===== src/rtl/tspcm_pkg.sv =====
// ----------------------------------------------------------------------------
// tspcm_pkg: shared types and constants of the TS PID continuity monitor
// Field widths, per-PID table entry layout, result layout and status group.
// ----------------------------------------------------------------------------
package tspcm_pkg;

  localparam int COUNT_WIDTH = 32;
  localparam int OUT_W       = 32;
  localparam int PID_W       = 13;
  localparam int PID_DEPTH   = 1 << PID_W;
  localparam int CC_W        = 4;
  localparam int AFC_W       = 2;
  localparam int SYNC_W      = 8;

  localparam logic [SYNC_W-1:0] SYNC_VALUE = 8'h47;
  localparam logic [PID_W-1:0]  NULL_PID   = 13'h1FFF;

  localparam logic [AFC_W-1:0] AFC_RESERVED = 2'b00;
  localparam logic [AFC_W-1:0] AFC_PAYLOAD  = 2'b01;
  localparam logic [AFC_W-1:0] AFC_ADAPT    = 2'b10;
  localparam logic [AFC_W-1:0] AFC_BOTH     = 2'b11;

  typedef logic [COUNT_WIDTH-1:0] count_t;

  typedef struct packed {
    logic [SYNC_W-1:0] sync_byte;
    logic [PID_W-1:0]  packet_pid;
    logic [AFC_W-1:0]  adapt_ctrl;
    logic [CC_W-1:0]   cont_count;
    logic              discont_flag;
  } hdr_t;

  typedef struct packed {
    logic            seen;
    logic [CC_W-1:0] last_cc;
    count_t          packets;
    count_t          errors;
  } entry_t;

  localparam int ENTRY_W = $bits(entry_t);

  typedef struct packed {
    logic             ignored;
    logic             cc_error;
    logic [OUT_W-1:0] pid_packets;
    logic [OUT_W-1:0] pid_errors;
    logic [OUT_W-1:0] afc00_disc_total;
    logic [OUT_W-1:0] afc00_plain_total;
  } result_t;

  typedef struct packed {
    logic clearing;
    logic s1_valid;
  } core_status_t;

endpackage


===== src/rtl/tspcm_out_fifo.sv =====
// ----------------------------------------------------------------------------
// tspcm_out_fifo: two-entry result buffer
// Decouples the read-modify-write stage from a stalled result sink.
// ----------------------------------------------------------------------------
module tspcm_out_fifo (
  input  logic               clk,
  input  logic               rst,
  input  logic               push,
  input  tspcm_pkg::result_t push_data,
  input  logic               pop,
  output logic               head_valid,
  output tspcm_pkg::result_t head_data,
  output logic [1:0]         cnt
);

  tspcm_pkg::result_t slots [2];
  logic wr_ptr;
  logic rd_ptr;

  assign head_valid = (cnt != 2'd0);
  assign head_data  = slots[rd_ptr];

  always_ff @(posedge clk) begin
    if (push) begin
      slots[wr_ptr] <= push_data;
    end
    if (rst) begin
      wr_ptr <= 1'b0;
      rd_ptr <= 1'b0;
      cnt    <= 2'd0;
    end else begin
      if (push) begin
        wr_ptr <= ~wr_ptr;
      end
      if (pop) begin
        rd_ptr <= ~rd_ptr;
      end
      cnt <= cnt + 2'(push) - 2'(pop);
    end
  end

  a_no_overflow: assert property (@(posedge clk) disable iff (rst)
    push |-> (cnt != 2'd2) || pop)
    else $error("result buffer overflow");

  a_no_underflow: assert property (@(posedge clk) disable iff (rst)
    pop |-> cnt != 2'd0)
    else $error("result buffer underflow");

  a_cnt_range: assert property (@(posedge clk) disable iff (rst)
    cnt != 2'd3)
    else $error("result buffer count out of range");

endmodule


===== config.mk =====
export PLATFORM = sky130hd
export DESIGN_NAME = tspcm_out_fifo
export DESIGN_NICKNAME = d
export VERILOG_FILES = /design/src/rtl/tspcm_pkg.sv /design/src/rtl/tspcm_out_fifo.sv
export SDC_FILE = /design/constraint.sdc
export NUM_CORES = 1
export LEC_CHECK = 0
export BUFFER_PORTS_ARGS = -buffer_cell sky130_fd_sc_hd__buf_4
export CAP_MARGIN = 20
export CELL_PAD_IN_SITES_DETAIL_PLACEMENT = 0
export CELL_PAD_IN_SITES_GLOBAL_PLACEMENT = 1
export CORE_UTILIZATION = 35
export CTS_CLUSTER_SIZE = 30
export DETAILED_ROUTE_END_ITERATION = 7
export PLACE_DENSITY_LB_ADDON = 0.1
export SETUP_SLACK_MARGIN = 0.2
export SKIP_CTS_REPAIR_TIMING = 1
export SYNTH_ARGS = -nofsm -noshare
export SYNTH_HDL_FRONTEND = slang
export SYNTH_SLANG_ARGS = --single-unit

===== constraint.sdc =====
create_clock -name clk -period 15.8 [get_ports clk]
set_input_delay 4.74 -clock clk [delete_from_list [all_inputs] [get_ports clk]]
set_output_delay 4.74 -clock clk [all_outputs]
set_load 0.01 [all_outputs]

==> qor.yml <==
synthesis:
  synth_nets: 560
  synthesis.area_um2: 9620
  yosysUniqueCellTypes: 14
  netlist_instances: 424
  ys_ff_latch: 265
  syn_avg_cell_area_um2: 22.7
  synth_warnings: 0
  ys_seq_area_share_pct: 82.2
finish:
  area_delta_synth_final_pct: 33.6
  final_nets: 846
  final_core_util_pct: 47.7
  final_common_cell: "buf_4"
  layout-drive-gt1-share_pct: 60.2
  layout_common_cells: "buf_4, edfxtp_1, mux2_2"
global_routing:
  grt_pass1_vias: 5232
  antenna_found_initial: 1
  grt-ovfl-total: 0
  grt_pass1_wl_um: 29400
  grt.total_usage_pct: 13.7
  grt_max_degree: 75
floorplan:
  num_rows: 60
  die_y_um: 168
  core_um2: 27000
  ioPinCount: 267
  die_w_um: 168
  start_util_pct: 35.7
  dieArea_um2: 28200
run_status:
  status: "complete, no violations"
detailed_routing:
  vias: 4813
  drt_wl_total_um: 19700
  firstDrtPassIters: 4
  drt-wirelength-per-cell_um: 18.4
  drc: 0
  drtIter0Drc: 222
  drtAntennaViolNets: 0
  viasPerCell: 4.48
placed_design:
  port_buffers: 266
  place_congestion: 0.706
  post-dp-hpwl_um: 12800
  place_ws_ps: 8570
timing:
  maxSlewViolCount: 0
  setup_ws_ps: 8150
  post-route-period-util_pct: 48.4
  hold_violations: 0
  relSlewSlack_pct: 29.6
  fin_crit_ps: 7650
  setup_viol: 0
  fin_skew_ps: 13.0
  rsz0062_at_grt: "false"
  tns_ps: 0
  tightestPinTransition_ps: 1060
  whs_ps: 552
  fmaxAchievable_mhz: 131
clock_network:
  cts_buffers: 28
  htree_num_levels: 1
  clock_sink_count: 265
  clk_pin_slew_ps: 60
  cts_tree: "built"
  clockBufferDepth: 3
  clockRootBuffer: "clkbuf_16"
  clk_latency_ps: 530
worst_setup_path:
  cp_slowest_cell: "dfxtp_4"
  startpoint_type: "flop"
  cp_common_cell: "buf_4"
  critPathBufInv: 2
  max_stage_delay_ps: 980
  end_kind: "output pin"
  worstPathMaxFanout: 74
  crit_family: "flip-flops"
  path_cells: "buf_4 > mux2_2 > buf_4"
  critical_path_required_ps: 11060
  path_class: "reg2out"
  crit_cells: 3
  reg2reg_depth: 2
  critical_path_arrival_ps: 2910
  r2r_start: "wr_ptr"
job:
  drv_cap: 0
hold_path:
  hold_start: "rd_ptr"
  hold_path.class: "reg2reg"
  worst_hold_path.num_cells: 2
power:
  power_density_nw_per_um2: 130
  p_leak_uw: 0.00477
  totalPowerFinal_uw: 1670
  ir_drop_mv: 0.0871
==> worst paths after layout <==
path	end	slack [ps]
min	rd_ptr	550
max	head_data[65]	8150
min reg2reg	rd_ptr	550
max reg2reg	slots[1][95]	13290
==> layer usage <==
layer / GRT usage, % / part of all wire, %
met5: 0 / 0
met4: 3.95 / 1.8
met3: 4.89 / 8.4
met2: 23.6 / 50
met1: 16.0 / 40
==> cell usage after synthesis (all sizes together) <==
cell	number	area, µm²
xnor2	2	17.5
xnor3	1	22.5
inv	2	7.51
mux2	130	1460
and2	1	6.26
ha	2	25.0
edfxtp	260	7810
nor2b	2	12.5
or2	1	6.26
dfxtp	5	100
buf	14	135
nor2	4	15.0
==> cell families after synthesis <==
group	Yosys count	synth area share, %
XOR/XNOR	3	0.416
adder cells (fa/ha/maj)	2	0.260
buffers and inverters	16	1.48
flip-flops	265	82.2
multiplexers	130	15.2
AND/OR/NAND/NOR	8	0.416
==> registers in the layout, summed over array words and instances, names as in the netlist, named ones only <==
| signal | flops |
|---|---|
| wr_ptr | 1 |
| cnt | 2 |
| slots | 260 |
| rd_ptr | 1 |
==> worst register-to-register path: stages (launching register included) <==
cell     delay, ps
dfxtp_1        410
and2_4         820
buf_4          870
==> layout make-up <==
class | instances | area [µm²]
fill | 2317 | 14100
sequential | 265 | 7910
timing repair buffer | 270 | 2030
multi-input combinational | 143 | 1580
clock buffer | 40 | 767
tap | 341 | 427
clock inverter | 12 | 133
inverter | 2 | 7.51
antenna | 1 | 2.50
==> per-stage QoR <==
stage / cells / cell area, µm²
3_3_place_gp: 1021 / 12000
6_report: 1074 / 12900
5_1_grt: 1073 / 12900
4_1_cts: 1073 / 12900
3_5_place_dp: 1021 / 12000
2_1_floorplan: 424 / 9620
==> power breakdown <==
group          total, µW  switching (µW)  internal (µW)
Sequential           839            17.1            822
Clock                637             252            385
Combinational        193            85.6            107
(Power assumes the default switching activity.)
